## src/date_text_parse_validate_unit_assert.svh

```systemverilog
// Assertion macros for the date text parser, clocked on clk and disabled in reset.
`ifndef DATE_TEXT_PARSE_VALIDATE_UNIT_ASSERT_SVH
`define DATE_TEXT_PARSE_VALIDATE_UNIT_ASSERT_SVH

// Condition holds at every clock edge outside reset.
`define DTPV_ASSERT_ALWAYS(label, cond, msg) \
  label: assert property (@(posedge clk) disable iff (rst) (cond)) else $error(msg);

// Consequent holds in the cycle after the antecedent.
`define DTPV_ASSERT_NEXT(label, ante, cons, msg) \
  label: assert property (@(posedge clk) disable iff (rst) (ante) |=> (cons)) else $error(msg);

`endif

```

## src/dtpv_pkg.sv

```systemverilog
// Types, constants and the month table shared by the date text parser.
`timescale 1ns / 1ps

package dtpv_pkg;

  localparam logic [30:0] VAL_MAX       = 31'h7FFF_FFFF;
  localparam int          YEAR_MOD      = 400;
  localparam int          CENTURY       = 100;
  localparam int          MONTHS        = 12;
  localparam int          LEAP_FEB_DAYS = 29;
  localparam int          MONTH_FEB     = 2;
  localparam int          HEAD_LEN      = 8;
  localparam int          NUM_FIELDS    = 3;
  localparam logic [7:0]  CHAR_ZERO     = 8'h30;
  localparam logic [7:0]  CHAR_NINE     = 8'h39;
  localparam logic [7:0]  CHAR_DASH     = 8'h2D;

  typedef enum logic [1:0] {
    FMT_NONE = 2'd0,
    FMT_YMD  = 2'd1,
    FMT_MDY  = 2'd2,
    FMT_DMY  = 2'd3
  } fmt_t;

  // Head pattern flag positions
  localparam int HF_C0_DIGIT = 0;
  localparam int HF_C1_DIGIT = 1;
  localparam int HF_C2_DASH  = 2;
  localparam int HF_C3_DIGIT = 3;
  localparam int HF_C4_DIGIT = 4;
  localparam int HF_C5_DASH  = 5;
  localparam int HF_C4_DASH  = 6;
  localparam int HF_C7_DASH  = 7;

  typedef struct packed {
    logic [7:0] char_code;
    logic       is_last;
  } item_t;

  typedef struct packed {
    logic       is_digit;
    logic       is_dash;
    logic [3:0] digit;
    logic       is_last;
  } class_t;

  typedef struct packed {
    logic                   pos_full;
    logic [7:0]             head;
    logic [2:0]             nonempty;
    logic [2:0]             nondig;
    logic [2:0]             ovf;
    logic [2:0][30:0]       vals;
    logic [8:0]             ymod_lead;
    logic [8:0]             ymod_tail;
  } snap_t;

  typedef struct packed {
    logic        date_valid;
    logic [1:0]  format_code;
    logic [4:0]  day_out;
    logic [3:0]  month_out;
    logic [30:0] year_out;
  } result_t;

  function automatic logic [4:0] month_days(input logic [3:0] m);
    logic [4:0] d;
    case (m)
      4'd1:    d = 5'd31;
      4'd2:    d = 5'd28;
      4'd3:    d = 5'd31;
      4'd4:    d = 5'd30;
      4'd5:    d = 5'd31;
      4'd6:    d = 5'd30;
      4'd7:    d = 5'd31;
      4'd8:    d = 5'd31;
      4'd9:    d = 5'd30;
      4'd10:   d = 5'd31;
      4'd11:   d = 5'd30;
      4'd12:   d = 5'd31;
      default: d = 5'd0;
    endcase
    return d;
  endfunction

endpackage

```

## src/date_text_parse_validate_unit.sv

```systemverilog
// Date text parser and validator: the top level.
//
// Input queue side: one ASCII character per request on item, with is_last on
// the final character of a string; a request is taken when push is high and
// full is low. Result queue side: one result per string; it is presented while
// empty is low and removed when pop is high.
// Throughput: one character per cycle sustained, including back to back
// strings, while the result queue is not full; the per-character accumulation
// (times ten plus digit, mod 400) is combinational and registered in the back end.
// The result of a string reaches the result ports through the character queue,
// then the snapshot register, then the result queue, once its last character is taken.
// A result waiting to be popped does not hold up the input: the character
// queue, the snapshot register and the result queue let the front and back
// stall independently. With the result queue and snapshot both full, the
// back end stops at the next last character and the input fills once that
// character and MID_DEPTH - 1 more requests are queued.
// Reset (rst, synchronous) empties all queues and clears the accumulators.
`timescale 1ns / 1ps

module date_text_parse_validate_unit #(
  parameter int MID_DEPTH = 2,
  parameter int OUT_DEPTH = 2
) (
  input  logic              clk,
  input  logic              rst,
  input  logic              push,
  input  dtpv_pkg::item_t   item,
  output logic              full,
  output logic              empty,
  input  logic              pop,
  output dtpv_pkg::result_t result
);
  import dtpv_pkg::*;

  class_t  cls;
  logic    cls_valid, cls_pop;
  snap_t   snap;
  logic    snap_valid, snap_take;
  result_t res;
  logic    out_full;
  logic [$bits(result_t)-1:0] out_vec;

  dtpv_front #(
    .DEPTH(MID_DEPTH)
  ) u_front (
    .clk       (clk),
    .rst       (rst),
    .push      (push),
    .item      (item),
    .full      (full),
    .cls       (cls),
    .cls_valid (cls_valid),
    .cls_pop   (cls_pop)
  );

  dtpv_back u_back (
    .clk        (clk),
    .rst        (rst),
    .cls        (cls),
    .cls_valid  (cls_valid),
    .cls_pop    (cls_pop),
    .snap_take  (snap_take),
    .snap       (snap),
    .snap_valid (snap_valid)
  );

  dtpv_check u_check (
    .snap (snap),
    .res  (res)
  );

  assign snap_take = snap_valid && !out_full;

  dtpv_fifo #(
    .WIDTH($bits(result_t)),
    .DEPTH(OUT_DEPTH)
  ) u_result_q (
    .clk     (clk),
    .rst     (rst),
    .wr_en   (snap_take),
    .wr_data (res),
    .full    (out_full),
    .rd_en   (pop),
    .rd_data (out_vec),
    .empty   (empty)
  );

  assign result = result_t'(out_vec);

`include "date_text_parse_validate_unit_assert.svh"

  `DTPV_ASSERT_ALWAYS(a_invalid_zero,
    empty || result.date_valid ||
    ((result.day_out == '0) && (result.month_out == '0) && (result.year_out == '0)),
    "invalid result carries non-zero date fields")

  `DTPV_ASSERT_ALWAYS(a_valid_has_format,
    empty || !result.date_valid || (result.format_code != FMT_NONE),
    "valid result with unsupported format")

  `DTPV_ASSERT_NEXT(a_snap_holds,
    snap_valid && out_full,
    snap_valid && $stable(snap),
    "pending snapshot lost while result queue full")

endmodule

```

## src/dtpv_fifo.sv

```systemverilog
// Small register queue with full and empty flags.
`timescale 1ns / 1ps

module dtpv_fifo #(
  parameter int WIDTH = 8,
  parameter int DEPTH = 2
) (
  input  logic             clk,
  input  logic             rst,
  input  logic             wr_en,
  input  logic [WIDTH-1:0] wr_data,
  output logic             full,
  input  logic             rd_en,
  output logic [WIDTH-1:0] rd_data,
  output logic             empty
);

  localparam int AW = (DEPTH > 1) ? $clog2(DEPTH) : 1;
  localparam int CW = $clog2(DEPTH + 1);

  logic [WIDTH-1:0] mem [DEPTH];
  logic [AW-1:0]    wr_ptr, rd_ptr;
  logic [CW-1:0]    count, count_next;
  logic             do_wr, do_rd;

  assign full    = (count == CW'(DEPTH));
  assign empty   = (count == '0);
  assign do_wr   = wr_en && !full;
  assign do_rd   = rd_en && !empty;
  assign rd_data = mem[rd_ptr];

  always_comb begin
    case ({do_wr, do_rd})
      2'b10:   count_next = count + 1'b1;
      2'b01:   count_next = count - 1'b1;
      default: count_next = count;
    endcase
  end

  always_ff @(posedge clk) begin
    if (rst) begin
      wr_ptr <= '0;
      rd_ptr <= '0;
      count  <= '0;
    end else begin
      count <= count_next;
      if (do_wr) wr_ptr <= (wr_ptr == AW'(DEPTH - 1)) ? '0 : wr_ptr + 1'b1;
      if (do_rd) rd_ptr <= (rd_ptr == AW'(DEPTH - 1)) ? '0 : rd_ptr + 1'b1;
    end
  end

  always_ff @(posedge clk) begin
    if (do_wr) mem[wr_ptr] <= wr_data;
  end

endmodule

```

## src/dtpv_front.sv

```systemverilog
// Front end: takes characters, classifies them and queues them for the back end.
`timescale 1ns / 1ps

module dtpv_front #(
  parameter int DEPTH = 2
) (
  input  logic            clk,
  input  logic            rst,
  input  logic            push,
  input  dtpv_pkg::item_t item,
  output logic            full,
  output dtpv_pkg::class_t cls,
  output logic            cls_valid,
  input  logic            cls_pop
);
  import dtpv_pkg::*;

  class_t                cls_in;
  logic [$bits(class_t)-1:0] cls_vec;
  logic                  q_empty;

  always_comb begin
    cls_in.is_digit = (item.char_code >= CHAR_ZERO) && (item.char_code <= CHAR_NINE);
    cls_in.is_dash  = (item.char_code == CHAR_DASH);
    cls_in.digit    = item.char_code[3:0];
    cls_in.is_last  = item.is_last;
  end

  dtpv_fifo #(
    .WIDTH($bits(class_t)),
    .DEPTH(DEPTH)
  ) u_char_q (
    .clk     (clk),
    .rst     (rst),
    .wr_en   (push),
    .wr_data (cls_in),
    .full    (full),
    .rd_en   (cls_pop),
    .rd_data (cls_vec),
    .empty   (q_empty)
  );

  assign cls       = class_t'(cls_vec);
  assign cls_valid = !q_empty;

endmodule

```

## src/dtpv_back.sv

```systemverilog
// Back end: per-character field accumulation and end-of-string snapshot.
`timescale 1ns / 1ps

module dtpv_back (
  input  logic             clk,
  input  logic             rst,
  input  dtpv_pkg::class_t cls,
  input  logic             cls_valid,
  output logic             cls_pop,
  input  logic             snap_take,
  output dtpv_pkg::snap_t  snap,
  output logic             snap_valid
);
  import dtpv_pkg::*;

  logic [3:0]       pos, pos_next;
  logic [7:0]       head, head_next;
  logic [1:0]       fidx, fidx_next;
  logic [2:0][30:0] vals, vals_next;
  logic [2:0]       ovf, ovf_next;
  logic [2:0]       nonempty, nonempty_next;
  logic [2:0]       nondig, nondig_next;
  logic [8:0]       ymod_lead, ymod_lead_next;
  logic [8:0]       ymod_tail, ymod_tail_next;

  logic [34:0] prod;
  logic [11:0] ymx, ysub;
  logic [8:0]  ym_cur, ym_new;
  logic        accept;
  snap_t       snap_next;

  // A last character needs the snapshot slot free (or draining this cycle)
  assign accept  = cls_valid && (!cls.is_last || !snap_valid || snap_take);
  assign cls_pop = accept;

  // value * 10 + digit on the field being filled
  always_comb begin
    prod = ({4'b0, vals[fidx]} << 3) + ({4'b0, vals[fidx]} << 1) + {31'b0, cls.digit};
  end

  // running year value mod 400: x < 4000, so at most nine steps of 400 to remove
  always_comb begin
    ym_cur = (fidx == 2'd0) ? ymod_lead : ymod_tail;
    ymx    = ({3'b0, ym_cur} << 3) + ({3'b0, ym_cur} << 1) + {8'b0, cls.digit};
    ysub   = '0;
    for (int k = 1; k <= 9; k++) begin
      if (ymx >= 12'(k * YEAR_MOD)) ysub = 12'(k * YEAR_MOD);
    end
    ym_new = 9'(ymx - ysub);
  end

  always_comb begin
    head_next      = head;
    pos_next       = (pos < 4'(HEAD_LEN)) ? pos + 1'b1 : pos;
    fidx_next      = fidx;
    vals_next      = vals;
    ovf_next       = ovf;
    nonempty_next  = nonempty;
    nondig_next    = nondig;
    ymod_lead_next = ymod_lead;
    ymod_tail_next = ymod_tail;

    case (pos)
      4'd0:    if (cls.is_digit) head_next[HF_C0_DIGIT] = 1'b1;
      4'd1:    if (cls.is_digit) head_next[HF_C1_DIGIT] = 1'b1;
      4'd2:    if (cls.is_dash)  head_next[HF_C2_DASH]  = 1'b1;
      4'd3:    if (cls.is_digit) head_next[HF_C3_DIGIT] = 1'b1;
      4'd4: begin
        if (cls.is_digit) head_next[HF_C4_DIGIT] = 1'b1;
        if (cls.is_dash)  head_next[HF_C4_DASH]  = 1'b1;
      end
      4'd5:    if (cls.is_dash)  head_next[HF_C5_DASH]  = 1'b1;
      4'd7:    if (cls.is_dash)  head_next[HF_C7_DASH]  = 1'b1;
      default: ;
    endcase

    if (cls.is_dash && (fidx < 2'd2)) begin
      fidx_next = fidx + 1'b1;
    end else begin
      nonempty_next[fidx] = 1'b1;
      if (!cls.is_digit) begin
        nondig_next[fidx] = 1'b1;
      end else begin
        if (prod > {4'b0, VAL_MAX}) begin
          ovf_next[fidx]  = 1'b1;
          vals_next[fidx] = VAL_MAX;
        end else begin
          vals_next[fidx] = prod[30:0];
        end
        if (fidx == 2'd0) ymod_lead_next = ym_new;
        else if (fidx == 2'd2) ymod_tail_next = ym_new;
      end
    end

    snap_next.pos_full  = (pos_next >= 4'(HEAD_LEN));
    snap_next.head      = head_next;
    snap_next.nonempty  = nonempty_next;
    snap_next.nondig    = nondig_next;
    snap_next.ovf       = ovf_next;
    snap_next.vals      = vals_next;
    snap_next.ymod_lead = ymod_lead_next;
    snap_next.ymod_tail = ymod_tail_next;
  end

  always_ff @(posedge clk) begin
    if (rst || (accept && cls.is_last)) begin
      pos       <= '0;
      head      <= '0;
      fidx      <= '0;
      vals      <= '0;
      ovf       <= '0;
      nonempty  <= '0;
      nondig    <= '0;
      ymod_lead <= '0;
      ymod_tail <= '0;
    end else if (accept) begin
      pos       <= pos_next;
      head      <= head_next;
      fidx      <= fidx_next;
      vals      <= vals_next;
      ovf       <= ovf_next;
      nonempty  <= nonempty_next;
      nondig    <= nondig_next;
      ymod_lead <= ymod_lead_next;
      ymod_tail <= ymod_tail_next;
    end
  end

  always_ff @(posedge clk) begin
    if (rst) begin
      snap_valid <= 1'b0;
    end else if (accept && cls.is_last) begin
      snap_valid <= 1'b1;
    end else if (snap_take) begin
      snap_valid <= 1'b0;
    end
  end

  always_ff @(posedge clk) begin
    if (accept && cls.is_last) snap <= snap_next;
  end

endmodule

```

## src/dtpv_check.sv

```systemverilog
// Format detection and calendar check on a finished string snapshot.
`timescale 1ns / 1ps

module dtpv_check (
  input  dtpv_pkg::snap_t   snap,
  output dtpv_pkg::result_t res
);
  import dtpv_pkg::*;

  fmt_t        fmt;
  logic        fields_ok, leap, ok;
  logic [30:0] d, m, y;
  logic [8:0]  ymod;
  logic [4:0]  lim;

  always_comb begin
    fmt = FMT_NONE;
    if (snap.pos_full) begin
      if (snap.head[HF_C0_DIGIT] && snap.head[HF_C4_DASH] && snap.head[HF_C7_DASH]) begin
        fmt = FMT_YMD;
      end else if (snap.head[5:0] == 6'h3F) begin
        // both leading pairs are plain two-digit numbers here
        if ((snap.vals[0] > 31'(MONTHS)) && (snap.vals[1] <= 31'(MONTHS))) fmt = FMT_DMY;
        else fmt = FMT_MDY;
      end
    end

    fields_ok = (fmt != FMT_NONE) && (snap.nonempty == 3'b111) &&
                (snap.nondig == 3'b000) && (snap.ovf == 3'b000);

    case (fmt)
      FMT_YMD: begin
        y = snap.vals[0]; m = snap.vals[1]; d = snap.vals[2]; ymod = snap.ymod_lead;
      end
      FMT_MDY: begin
        m = snap.vals[0]; d = snap.vals[1]; y = snap.vals[2]; ymod = snap.ymod_tail;
      end
      default: begin
        d = snap.vals[0]; m = snap.vals[1]; y = snap.vals[2]; ymod = snap.ymod_tail;
      end
    endcase

    // ymod < 400: century years other than the 400th are common years
    leap = (ymod[1:0] == 2'b00) && (ymod != 9'(CENTURY)) &&
           (ymod != 9'(2 * CENTURY)) && (ymod != 9'(3 * CENTURY));
    lim  = ((m == 31'(MONTH_FEB)) && leap) ? 5'(LEAP_FEB_DAYS) : month_days(m[3:0]);
    ok   = fields_ok && (m >= 31'd1) && (m <= 31'(MONTHS)) && (d >= 31'd1) &&
           (d <= {26'b0, lim});

    res.date_valid  = ok;
    res.format_code = fmt;
    res.day_out     = ok ? d[4:0] : '0;
    res.month_out   = ok ? m[3:0] : '0;
    res.year_out    = ok ? y : '0;
  end

endmodule
```

## config.mk

```make
export PLATFORM = sky130hd
export DESIGN_NAME = date_text_parse_validate_unit
export DESIGN_NICKNAME = d
export VERILOG_FILES = /design/src/dtpv_pkg.sv /design/src/date_text_parse_validate_unit.sv /design/src/dtpv_fifo.sv /design/src/dtpv_front.sv /design/src/dtpv_back.sv /design/src/dtpv_check.sv
export VERILOG_INCLUDE_DIRS = /design/src /design/src/src
export SDC_FILE = /design/constraint.sdc
export NUM_CORES = 1
export LEC_CHECK = 0
export BUFFER_PORTS_ARGS = -buffer_cell sky130_fd_sc_hd__buf_2
export CORE_MARGIN = 2
export CORE_UTILIZATION = 50
export CTS_BUF_LIST = sky130_fd_sc_hd__clkbuf_8
export DETAILED_ROUTE_END_ITERATION = 6
export HOLD_SLACK_MARGIN = 0.03
export PLACE_DENSITY = 0.76
export SETUP_SLACK_MARGIN = 0.2
export SKIP_CTS_REPAIR_TIMING = 1
export SLEW_MARGIN = 20
export SYNTH_ARGS = -nofsm -noshare
export SYNTH_HDL_FRONTEND = slang
export SYNTH_SLANG_ARGS = --single-unit
```

## constraint.sdc

```tcl
create_clock -name clk -period 9.2 [get_ports clk]
set_input_delay 0 -clock clk [delete_from_list [all_inputs] [get_ports clk]]
set_output_delay 0 -clock clk [all_outputs]
set_load 0.02 [all_outputs]
```

==> impl_metrics.tcl, run 1 <==
set metrics [dict create \
    regArea_um2 9780 \
    route.antenna.remaining_nets 0 \
    nNetsFinal 2071 \
    worst_setup_hold_path_clk_slew_ps 60 \
    layout-drive-gt1-share_pct 15.1 \
    synth_async_sr_flop_share_pct 0 \
    largest_family_of_logic_cells_by_synthesized_area "compound AO/OA/AOI/OAI gates" \
    grt_start_max_net_pins 102 \
    synth_seq_cells 374 \
    die-area_um2 39900 \
    drc 0 \
    max_transition_viols_final 0 \
    num-fill-cells 3134 \
    std_cell_core_area_um2 37800 \
    ys_seq_area_share_pct 51.0 \
    timing.critical_path.arrival_ps 7310 \
    power_density_nw_per_um2 295 \
    clk-insertion-delay-late_ps 630 \
    grt_setup_unrepaired "no" \
    cts_tree "built" \
    number_of_enable_type_register_cells_in_the_synthesized_netlist 229 \
    run_status "finished clean" \
    yosysWarningCount 0 \
    post_synth_num_cell_types 71 \
    num_rows 71 \
    grt_pass1_vias 13700 \
    synthToLayoutAreaGrowth_pct 11.1 \
    vias 14800 \
    grt_antenna_before_repair 0 \
    total_routing_usage_gr_pct 21.9 \
    yosys.area_share.adder_pct 6.79 \
    place_ws_ps 2290 \
    vdd_drop_max_uv 143 \
    final_period_minus_worst_setup_slack_ps 6980 \
    detailedRoute.firstIterationViolations 1192 \
    cp_data_required_time_ps 9530 \
    hp-class "in -> reg" \
    finalPower_mw 6.28 \
    grt_pass1_wl_um 70400 \
    finish.utilization_pct 56.4 \
    max-slew-margin-rel_pct 21.4 \
    timing.final.hold_violations 0 \
    setup_total_negative_slack_ps 0 \
    post_synth_and_or_nand_nor_area_fraction_pct 13.2 \
    syn-cell-area_um2 19200 \
    synth_fp_nets 2034 \
    die_height_um 200 \
    final_critical_path_setup_slack_ps 2220 \
    synthesized_area_fraction_occupied_by_ao_oa_aoi_and_oai_cells_pct 17.7 \
    achievable-frequency_mhz 143 \
    drt_pass_1_iters 6 \
    gp_congestion 0.861 \
    clock-skew-final_ps 41.8 \
    initial_utilization_pct 50.8 \
    synth_xor_area_share_pct 1.96 \
    vias_per_cell 5.86 \
    critPathCaptureType "register" \
    syn-instance-count 1920 \
    ys_dominant_reg_cell "sky130_fd_sc_hd__edfxtp_1" \
    postRouteWirelength_um 44400 \
    max_slew.worst_pin.slew_ps 1170 \
    timing.hold.ws_ps 143 \
    clk_path_buf_depth 3 \
    overflow 0 \
    htree_levels 2 \
    floorplan.io_pins 58 \
    synth_area_per_cell_um2 9.99 \
    worst-setup-path-type "reg -> reg" \
    crit_path_max_fanout 51 \
    max-cap-violations 0 \
    timing.critical_path.from_type "register" \
    setup_viol_count_final 0 \
    post_synth_mux_area_share_pct 6.05 \
    inserted_clock_buffers 56 \
    antennaDiodeCount 0 \
    period_share_pct 75.9 \
    die_x_um 200 \
    clockRootBuffer "sky130_fd_sc_hd__clkbuf_8" \
    dp_hpwl_um 30600 \
    numPortBuffers 57 \
    routedWlPerCell_um 17.7 \
    multi_input_gate_area_in_the_final_layout_um2 8920 \
    leakage_nw 8.14 \
    cts.sink_count 374 \
]
synthesized netlist by cell type (5+ instances only):
| library cell | count | area share [%] |
|---|---|---|
| sky130_fd_sc_hd__o211a_1 | 5 | 0.26 |
| sky130_fd_sc_hd__a21oi_1 | 216 | 5.6 |
| sky130_fd_sc_hd__nor4_1 | 50 | 1.6 |
| sky130_fd_sc_hd__nor2_1 | 171 | 3.3 |
| sky130_fd_sc_hd__fa_1 | 5 | 0.52 |
| sky130_fd_sc_hd__mux2_2 | 62 | 3.6 |
| sky130_fd_sc_hd__and3_1 | 9 | 0.29 |
| sky130_fd_sc_hd__o31ai_1 | 5 | 0.20 |
| sky130_fd_sc_hd__xor2_1 | 20 | 0.91 |
| sky130_fd_sc_hd__nand2_1 | 213 | 4.2 |
| sky130_fd_sc_hd__o21a_1 | 9 | 0.35 |
| sky130_fd_sc_hd__nand3_1 | 27 | 0.70 |
| sky130_fd_sc_hd__edfxtp_1 | 229 | 36 |
| sky130_fd_sc_hd__nand4_1 | 9 | 0.29 |
| sky130_fd_sc_hd__nor4b_1 | 5 | 0.23 |
| sky130_fd_sc_hd__inv_1 | 36 | 0.70 |
| sky130_fd_sc_hd__ha_1 | 96 | 6.3 |
| sky130_fd_sc_hd__xnor2_1 | 23 | 1.1 |
| sky130_fd_sc_hd__or2_2 | 5 | 0.16 |
| sky130_fd_sc_hd__dfxtp_1 | 145 | 15 |
| sky130_fd_sc_hd__clkbuf_1 | 113 | 2.2 |
| sky130_fd_sc_hd__o21bai_1 | 10 | 0.39 |
| sky130_fd_sc_hd__a21oi_2 | 28 | 1.3 |
| sky130_fd_sc_hd__and2_1 | 6 | 0.20 |
| sky130_fd_sc_hd__mux2i_1 | 45 | 2.3 |
| sky130_fd_sc_hd__a31oi_1 | 31 | 1.0 |
| sky130_fd_sc_hd__a21o_1 | 26 | 1.0 |
| sky130_fd_sc_hd__o41ai_1 | 6 | 0.27 |
| sky130_fd_sc_hd__o22ai_1 | 21 | 0.69 |
| sky130_fd_sc_hd__nor2b_1 | 12 | 0.39 |
| sky130_fd_sc_hd__nand2b_1 | 9 | 0.29 |
| sky130_fd_sc_hd__a211oi_1 | 7 | 0.27 |
| sky130_fd_sc_hd__o211ai_1 | 5 | 0.20 |
| sky130_fd_sc_hd__o21ai_0 | 170 | 4.4 |
| sky130_fd_sc_hd__nor3_1 | 28 | 0.73 |
sequential cells by signal, indices dropped and copies added, names as in the netlist, 2 cells and up, named ones only:
signal	cells
u_back.nonempty	3
u_back.ymod_lead	9
u_result_q.mem	86
u_back.head	8
u_back.ovf	3
u_back.snap	129
u_back.vals	93
u_back.nondig	3
u_front.u_char_q.mem	14
u_front.u_char_q.count	2
u_back.pos	4
u_back.ymod_tail	9
u_result_q.count	2
u_back.fidx	2
layout make-up:
class | count | area share, %
Sequential cell | 374 | 45.9
Multi-Input combinational cell | 1388 | 41.9
Clock buffer | 67 | 4.33
Timing Repair Buffer | 99 | 3.03
Tap cell | 511 | 3.00
Clock inverter | 39 | 1.21
Inverter | 38 | 0.669
path summary, 6_finish.rpt:
kind / startpoint / endpoint / slack (ps) / depth (start not counted)
worst min register to register: u_back.nonempty[0]$_SDFFE_PP0P_ / u_back.nonempty[0]$_SDFFE_PP0P_ / 460 / 2
worst max register to register: u_back.fidx[1]$_SDFFE_PP0P_ / u_back.snap[8]$_DFFE_PP_ / 2220 / 23
worst max-delay path: u_back.fidx[1]$_SDFFE_PP0P_ / u_back.snap[8]$_DFFE_PP_ / 2220 / 23
worst min-delay path: item[0] / u_front.u_char_q.mem[1][0]$_DFFE_PP_ / 140 / 2
where the power goes:
part,internal [mW],switching (mW)
sequential,2.18,0.189
clock,0.750,0.641
combinational,0.831,1.69
per-stage QoR:
stage / std cells / area (um^2)
finish: 2516 / 21300
CTS: 2503 / 21100
detailed placement: 2397 / 19900
global placement: 2396 / 19900
floorplan: 1920 / 19200
global route: 2516 / 21300
placed cells by master, fill, tap and decap left out, types with 26 or more instances in the layout:
master / netlist / final
sky130_fd_sc_hd__a21oi_1: 216 / 216
sky130_fd_sc_hd__ha_1: 96 / 96
sky130_fd_sc_hd__dfxtp_1: 145 / 143
sky130_fd_sc_hd__nand2_1: 213 / 213
sky130_fd_sc_hd__clkbuf_8: 0 / 67
sky130_fd_sc_hd__edfxtp_1: 229 / 229
sky130_fd_sc_hd__buf_2: 2 / 57
sky130_fd_sc_hd__nor2_1: 171 / 161
sky130_fd_sc_hd__inv_1: 36 / 54
sky130_fd_sc_hd__nor4_1: 50 / 41
sky130_fd_sc_hd__a21oi_2: 28 / 28
sky130_fd_sc_hd__a31oi_1: 31 / 31
sky130_fd_sc_hd__a21o_1: 26 / 26
sky130_fd_sc_hd__o21ai_0: 170 / 170
sky130_fd_sc_hd__mux2i_1: 45 / 44
sky130_fd_sc_hd__mux2_2: 62 / 63
sky130_fd_sc_hd__buf_4: 0 / 28
sky130_fd_sc_hd__nand3_1: 27 / 27
sky130_fd_sc_hd__nor3_1: 28 / 27
per-layer routing:
| metal | vias up | part of all wire (%) | global-route usage, % |
|---|---|---|---|
| li1 | 7140 | - | - |
| met3 | 70 | 6.9 | 3.13 |
| met4 | 0 | 1.9 | 6.56 |
| met2 | 527 | 45 | 34.5 |
| met5 | - | 0 | 0 |
| met1 | 7014 | 46 | 31.6 |
kinds of logic (layout without fill, tap and decap cells):
group / after synthesis / count (layout)
simple gates: 563 / 563
buf+inv: 158 / 243
compound gates: 573 / 573
mux: 108 / 108
flops: 374 / 374
fa+ha+maj: 101 / 101
xor+xnor: 43 / 43
critical path, cell delays in order, from the launching register on:
cell and delay [ps]:
sky130_fd_sc_hd__dfxtp_2 310, sky130_fd_sc_hd__buf_4 600, sky130_fd_sc_hd__inv_1 210, sky130_fd_sc_hd__ha_1 420, sky130_fd_sc_hd__mux2_2 380, sky130_fd_sc_hd__fa_1 550, sky130_fd_sc_hd__fa_1 480, sky130_fd_sc_hd__a211oi_1 450
sky130_fd_sc_hd__nor4b_1 130, sky130_fd_sc_hd__a2111oi_2 810, sky130_fd_sc_hd__nor2_1 110, sky130_fd_sc_hd__a21boi_0 260, sky130_fd_sc_hd__o21bai_1 110, sky130_fd_sc_hd__a21oi_1 160, sky130_fd_sc_hd__a21oi_1 80, sky130_fd_sc_hd__a21o_1 180
sky130_fd_sc_hd__ha_1 200, sky130_fd_sc_hd__fa_1 400, sky130_fd_sc_hd__inv_1 70, sky130_fd_sc_hd__a21o_1 110, sky130_fd_sc_hd__a21oi_1 70, sky130_fd_sc_hd__xor2_1 150, sky130_fd_sc_hd__xnor2_1 320, sky130_fd_sc_hd__o21ai_0 140
No activity file was read; power rests on OpenSTA's default activity.
==> inputs of run 2 (changes only) <==
--- a/config.mk
+++ b/config.mk
@@ -6,13 +6,14 @@
 export SDC_FILE = /design/constraint.sdc
 export NUM_CORES = 1
 export LEC_CHECK = 0
+export ABC_AREA = 1
 export BUFFER_PORTS_ARGS = -buffer_cell sky130_fd_sc_hd__buf_2
 export CORE_MARGIN = 2
 export CORE_UTILIZATION = 50
 export CTS_BUF_LIST = sky130_fd_sc_hd__clkbuf_8
 export DETAILED_ROUTE_END_ITERATION = 6
 export HOLD_SLACK_MARGIN = 0.03
-export PLACE_DENSITY = 0.76
+export PLACE_DENSITY = 0.79
 export SETUP_SLACK_MARGIN = 0.2
 export SKIP_CTS_REPAIR_TIMING = 1
 export SLEW_MARGIN = 20
==> constraint.sdc (replaced) <==
create_clock -name clk -period 6.06 [get_ports clk]
set_input_delay 0 -clock clk [delete_from_list [all_inputs] [get_ports clk]]
set_output_delay 0 -clock clk [all_outputs]
set_load 0.02 [all_outputs]
==> run 2 against run 1 <==
First-iteration DRC count grew 66%. Largest cell class unchanged. Cell count increased by 21%. Register-to-register slack got worse by 1700 ps. Routed wire length is 18% higher. Sequential share of layout area is 2.8 points lower. Worst hold slack got worse by 41 ps. Non-clock buffer count down 9. Worst setup slack worse by 1700 ps. Sequential cell count did not move. Maximum frequency increased by 27%. Clock skew rose by 5.1 ps. Highest routed layer unchanged. Die area up 7.8%.
==> impl_metrics.tcl, run 2 <==
set metrics [dict create \
    die_height_um 208 \
    synth_fp_nets 2529 \
    yosys.cell_count.top_type "sky130_fd_sc_hd__nand2_1" \
    grt_pass1_vias 16100 \
    grt_setup_unrepaired "no" \
    max_transition_viols_final 0 \
    die_x_um 208 \
    cts.sink_count 374 \
    grt_antenna_before_repair 0 \
    clk_path_buf_depth 3 \
    num_rows 74 \
    critPathCaptureType "register" \
    synth_async_sr_flop_share_pct 0 \
    max_slew.worst_pin.slew_ps 1070 \
    synth_area_per_cell_um2 8.57 \
    std_cell_core_area_um2 40800 \
    final_period_minus_worst_setup_slack_ps 5520 \
    grt_start_max_net_pins 121 \
    num-fill-cells 3490 \
    dp_hpwl_um 37400 \
    total_routing_usage_gr_pct 23.5 \
    number_of_enable_type_register_cells_in_the_synthesized_netlist 229 \
    synth_seq_cells 374 \
    clk-insertion-delay-late_ps 630 \
    worst_setup_hold_path_clk_slew_ps 80 \
    htree_levels 2 \
    max-slew-margin-rel_pct 28.4 \
    drt_pass_1_iters 6 \
    synthDominantCellAreaShare_pct 33.2 \
    top_register "u_back.snap" \
    mostFrequentLayoutCells "sky130_fd_sc_hd__nand2_1, sky130_fd_sc_hd__inv_1, sky130_fd_sc_hd__o21ai_0" \
    setup_total_negative_slack_ps 0 \
    post-route-cell-area_um2 22700 \
    detailedRoute.firstIterationViolations 1974 \
    ys_dominant_reg_cell "sky130_fd_sc_hd__edfxtp_1" \
    clockRootBuffer "sky130_fd_sc_hd__clkbuf_8" \
    inserted_clock_buffers 54 \
    antennaDiodeCount 0 \
    crit_path_max_fanout 61 \
    cp_data_required_time_ps 6430 \
    vias 16900 \
    setup_viol_count_final 0 \
    largest_register_ffs 129 \
    layout-drive-gt1-share_pct 11.7 \
    drc 0 \
    yosysWarningCount 0 \
    ys_top_cells_by_area "sky130_fd_sc_hd__edfxtp_1, sky130_fd_sc_hd__dfxtp_1, sky130_fd_sc_hd__nand2_1" \
    ys_seq_area_share_pct 47.2 \
    syn-instance-count 2415 \
    die-area_um2 43100 \
    postRouteWirelength_um 52200 \
    nNetsFinal 2577 \
    floorplan.io_pins 58 \
    initial_utilization_pct 50.7 \
    clock-skew-final_ps 46.9 \
    timing.critical_path.from_type "register" \
    achievable-frequency_mhz 181 \
    post_dp_cell_area_um2 21400 \
    syn-cell-area_um2 20700 \
    numPortBuffers 57 \
    vias_per_cell 5.56 \
    run_status "finished clean" \
    cts_tree "built" \
    synthToLayoutAreaGrowth_pct 9.67 \
    most_common_cell_after_layout_fill_and_taps_aside "sky130_fd_sc_hd__nand2_1" \
    max-cap-violations 0 \
    post_synth_most_frequent_cells "sky130_fd_sc_hd__nand2_1, sky130_fd_sc_hd__inv_1, sky130_fd_sc_hd__o21ai_0" \
    timing.final.hold_violations 0 \
    grt_pass1_wl_um 83000 \
    timing.critical_path.arrival_ps 5890 \
    worst-setup-path-type "reg -> reg" \
    period_share_pct 91.0 \
    post_synth_num_cell_types 57 \
    routedWlPerCell_um 17.2 \
    hp-class "in -> reg" \
    route.antenna.remaining_nets 0 \
    synth_top_cell_by_area "sky130_fd_sc_hd__edfxtp_1" \
    largest_registers "u_back.snap: 129 flops, u_back.vals: 93 flops, u_result_q.mem: 86 flops" \
    gp_congestion 0.926 \
    overflow 0 \
]
[run 2: final timing paths]
| check | end | cells past startpoint | start | slack [ps] |
|---|---|---|---|---|
| setup / recovery | u_back.snap[57]$_DFFE_PP_ | 21 | u_back.fidx[0]$_SDFFE_PP0P_ | 540 |
| hold / removal | u_back.snap_valid$_SDFFE_PP0P_ | 3 | rst | 100 |
| hold reg to reg | register | 1 | u_result_q.rd_ptr$_SDFFE_PP0P_ | 460 |
| setup reg to reg | u_back.snap[57]$_DFFE_PP_ | 21 | u_back.fidx[0]$_SDFFE_PP0P_ | 540 |
[run 2: logic make-up after synthesis]
logic type / share of synthesized area, %
AOI/OAI and AO/OA: 14.9
buffers and inverters: 8.24
adders and majority gates: 6.28
and+or+nand+nor: 18.9
muxes: 3.40
DFF: 47.2
xor gates and xnor gates: 1.10
[run 2: final cells by class]
class | count | area (um^2) | share of cell area [%]
clock inverters | 42 | 367 | 1.61
inverters | 329 | 1240 | 5.46
multi-input cells | 1614 | 9250 | 40.7
repair buffers | 90 | 593 | 2.61
well taps | 532 | 666 | 2.93
clock buffers | 59 | 812 | 3.58
flip-flops and latches | 374 | 9780 | 43.1
[run 2: routing by layer]
| layer | wire (um) | vias up | share of wire, % | global-route usage (%) |
|---|---|---|---|---|
| met2 | 23800 | 831 | 46 | 37.8 |
| met5 | 0 | - | 0 | 0 |
| met1 | 22000 | 7754 | 42 | 32.3 |
| li1 | - | 8185 | - | - |
| met3 | 4780 | 120 | 9.2 | 4.04 |
| met4 | 1550 | 0 | 3.0 | 7.83 |
[run 2: worst max-delay path, stage by stage (launching register included)]
cell,delay (ps)
sky130_fd_sc_hd__dfxtp_1,320
sky130_fd_sc_hd__inv_2,60
sky130_fd_sc_hd__buf_4,530
sky130_fd_sc_hd__nand2_1,530
sky130_fd_sc_hd__o21ai_0,450
sky130_fd_sc_hd__ha_1,300
sky130_fd_sc_hd__ha_1,320
sky130_fd_sc_hd__inv_1,70
sky130_fd_sc_hd__nand2_1,100
sky130_fd_sc_hd__nand2_1,110
sky130_fd_sc_hd__o21ai_0,360
sky130_fd_sc_hd__nand2_1,140
sky130_fd_sc_hd__nand2_1,180
sky130_fd_sc_hd__nand2_1,120
sky130_fd_sc_hd__nand2_1,90
sky130_fd_sc_hd__nand2_1,50
sky130_fd_sc_hd__nand2_1,60
sky130_fd_sc_hd__nand2_1,80
sky130_fd_sc_hd__nor2_4,220
sky130_fd_sc_hd__nand2_1,610
sky130_fd_sc_hd__o21ai_0,490
sky130_fd_sc_hd__inv_1,80
[run 2: stage by stage]
step                      setup WS (ps)  hold WS [ps]  util [%]  instances
after detailed placement            629           180      52.4       2925
after CTS                           545          -463      55.3       3026
after global placement              701           170      52.4       2925
final                               544           102      55.6       3040
after global routing                205           106      55.6       3040
after floorplan                     737          69.1         -       2415
Power of run 2 is left out: the tool's default activity adds up to more than one toggle a clock period on the data nets, which glitch-free logic cannot reach.
==> inputs of run 3 (changes only) <==
--- a/config.mk
+++ b/config.mk
@@ -11,9 +11,11 @@
 export CORE_MARGIN = 2
 export CORE_UTILIZATION = 50
 export CTS_BUF_LIST = sky130_fd_sc_hd__clkbuf_8
+export CTS_CLUSTER_DIAMETER = 100
 export DETAILED_ROUTE_END_ITERATION = 6
 export HOLD_SLACK_MARGIN = 0.03
 export PLACE_DENSITY = 0.79
+export REMOVE_ABC_BUFFERS = 1
 export SETUP_SLACK_MARGIN = 0.2
 export SKIP_CTS_REPAIR_TIMING = 1
 export SLEW_MARGIN = 20
==> run 3 against run 2 <==
Cell count rose by 0.26%. First-iteration DRC count down 7.0%. Sequential cell count unchanged. Die area did not move. Worst hold slack got worse by 0.53 ps. Largest cell class unchanged.
==> impl_metrics.tcl, run 3 (synthesis results as in run 2) <==
set metrics [dict create \
    run_status "finished clean" \
    grt_antenna_before_repair 3 \
    nNetsFinal 2583 \
    largest_registers "u_back.snap: 129 flops, u_back.vals: 93 flops, u_result_q.mem: 86 flops" \
    timing.critical_path.mode_cell "sky130_fd_sc_hd__nand2_1" \
    die-area_um2 43100 \
    htree_levels 2 \
    detailedRoute.firstIterationViolations 1835 \
    grt_util_met1_pct 32.0 \
    drc 0 \
    vias 17000 \
    total_routing_usage_gr_pct 23.6 \
    max_slew.worst_pin.slew_ps 1110 \
    setup_viol_count_final 0 \
    inserted_clock_buffers 54 \
    achievable-frequency_mhz 186 \
    worstPathBufferInverterCount 3 \
    vias_per_cell 5.57 \
    std_cell_core_area_um2 40800 \
    synthToLayoutAreaGrowth_pct 9.55 \
    timing.critical_path.from_type "register" \
    numPortBuffers 57 \
    num_rows 74 \
    mostFrequentLayoutCells "sky130_fd_sc_hd__nand2_1, sky130_fd_sc_hd__inv_1, sky130_fd_sc_hd__o21ai_0" \
    worstPathCellList "buf_4, nand2_1, buf_4, o21ai_0, ha_1, ha_1, nand2_1, nor2_1, nand3_1, nand2_1, nand2_1, nand2_1, nand2_1, nand2_1, nand2_1, nand2_1, nand2_1, nor2_4, nand2_1, o21ai_0, inv_1" \
    cp_data_required_time_ps 6390 \
    overflow 0 \
    routedWlPerCell_um 17.3 \
    critPathCaptureType "register" \
    clk_path_buf_depth 3 \
    grt_pass1_wl_um 82800 \
    die_x_um 208 \
    post_dp_cell_area_um2 21400 \
    crit_path_max_fanout 30 \
    use_met3_pct 5.30 \
    most_common_cell_after_layout_fill_and_taps_aside "sky130_fd_sc_hd__nand2_1" \
    post-route-cell-area_um2 22700 \
    hp-class "in -> reg" \
    cts.sink_count 374 \
    route.antenna.remaining_nets 0 \
    drt_pass_1_iters 6 \
    timing.critical_path.slowest_stage_cell "sky130_fd_sc_hd__o21ai_0" \
    timing.critical_path.arrival_ps 5690 \
    worst-setup-path-type "reg -> reg" \
    grt_pass1_vias 15900 \
    timing.final.hold_violations 0 \
    gp_congestion 0.947 \
    largest_register_ffs 129 \
    floorplan.io_pins 58 \
    period_share_pct 88.5 \
    max-slew-margin-rel_pct 26.0 \
    postRouteWirelength_um 52700 \
    worst_path_largest_cell_delay_ps 690 \
    top_register "u_back.snap" \
    setup_total_negative_slack_ps 0 \
    cts_tree "built" \
    worst_setup_hold_path_clk_slew_ps 70 \
    cp_top_family "simple AND/OR/NAND/NOR gates" \
    busiest_layer "met2" \
    layout-drive-gt1-share_pct 11.7 \
    dp_hpwl_um 37100 \
    max_transition_viols_final 0 \
    met2_track_demand_over_resource_pct 37.5 \
    clockRootBuffer "sky130_fd_sc_hd__clkbuf_8" \
    clock-skew-final_ps 32.4 \
    die_height_um 208 \
    final_period_minus_worst_setup_slack_ps 5360 \
    clk-insertion-delay-late_ps 620 \
    grt_start_max_net_pins 127 \
    initial_utilization_pct 50.7 \
    grt_setup_unrepaired "no" \
    max-cap-violations 0 \
]
run 3: layout make-up:
class                   instances  area (um^2)
flip-flops and latches        374         9780
multi-input cells            1614         9250
diodes                          1         2.50
well taps                     532          666
clock buffers                  63          867
fillers                      3498        18100
repair buffers                 96          613
clock inverters                39          269
inverters                     329         1240
run 3: routing by layer:
metal	vias to the layer above	wire length (um)
met1	7974	22600
met3	89	4890
li1	8203	-
met2	697	23900
met5	-	0
met4	0	1220
run 3: final timing paths:
path | from | to | slack (ps) | depth (start not counted)
worst min-delay path | rst | u_back.snap_valid$_SDFFE_PP0P_ | 100 | 3
worst min register to register | u_back.head[6]$_SDFFE_PP0P_ | u_back.head[6]$_SDFFE_PP0P_ | 460 | 2
worst max register to register | u_back.fidx[1]$_SDFFE_PP0P_ | u_back.snap[102]$_DFFE_PP_ | 700 | 21
worst max-delay path | u_back.fidx[1]$_SDFFE_PP0P_ | u_back.snap[102]$_DFFE_PP_ | 700 | 21
run 3: per-stage QoR:
stage	hold slack [ps]	instances	setup slack [ps]	util (%)
floorplan	69.1	2317	284	-
CTS	-476	3033	565	55.2
global placement	177	2931	759	52.4
finish	101	3048	696	55.6
detailed placement	179	2931	617	52.4
global route	82.5	3048	269	55.6
run 3: worst reg2reg max path: stages, from the launching register on:
cell and delay [ps]:
sky130_fd_sc_hd__dfxtp_1 330, sky130_fd_sc_hd__buf_4 420, sky130_fd_sc_hd__nand2_1 320, sky130_fd_sc_hd__buf_4 280, sky130_fd_sc_hd__o21ai_0 540, sky130_fd_sc_hd__ha_1 360
sky130_fd_sc_hd__ha_1 360, sky130_fd_sc_hd__nand2_1 170, sky130_fd_sc_hd__nor2_1 150, sky130_fd_sc_hd__nand3_1 90, sky130_fd_sc_hd__nand2_1 210, sky130_fd_sc_hd__nand2_1 80
sky130_fd_sc_hd__nand2_1 190, sky130_fd_sc_hd__nand2_1 100, sky130_fd_sc_hd__nand2_1 70, sky130_fd_sc_hd__nand2_1 40, sky130_fd_sc_hd__nand2_1 60, sky130_fd_sc_hd__nand2_1 80
sky130_fd_sc_hd__nor2_4 130, sky130_fd_sc_hd__nand2_1 320, sky130_fd_sc_hd__o21ai_0 700, sky130_fd_sc_hd__inv_1 120
Power of run 3 is left out for the same reason.
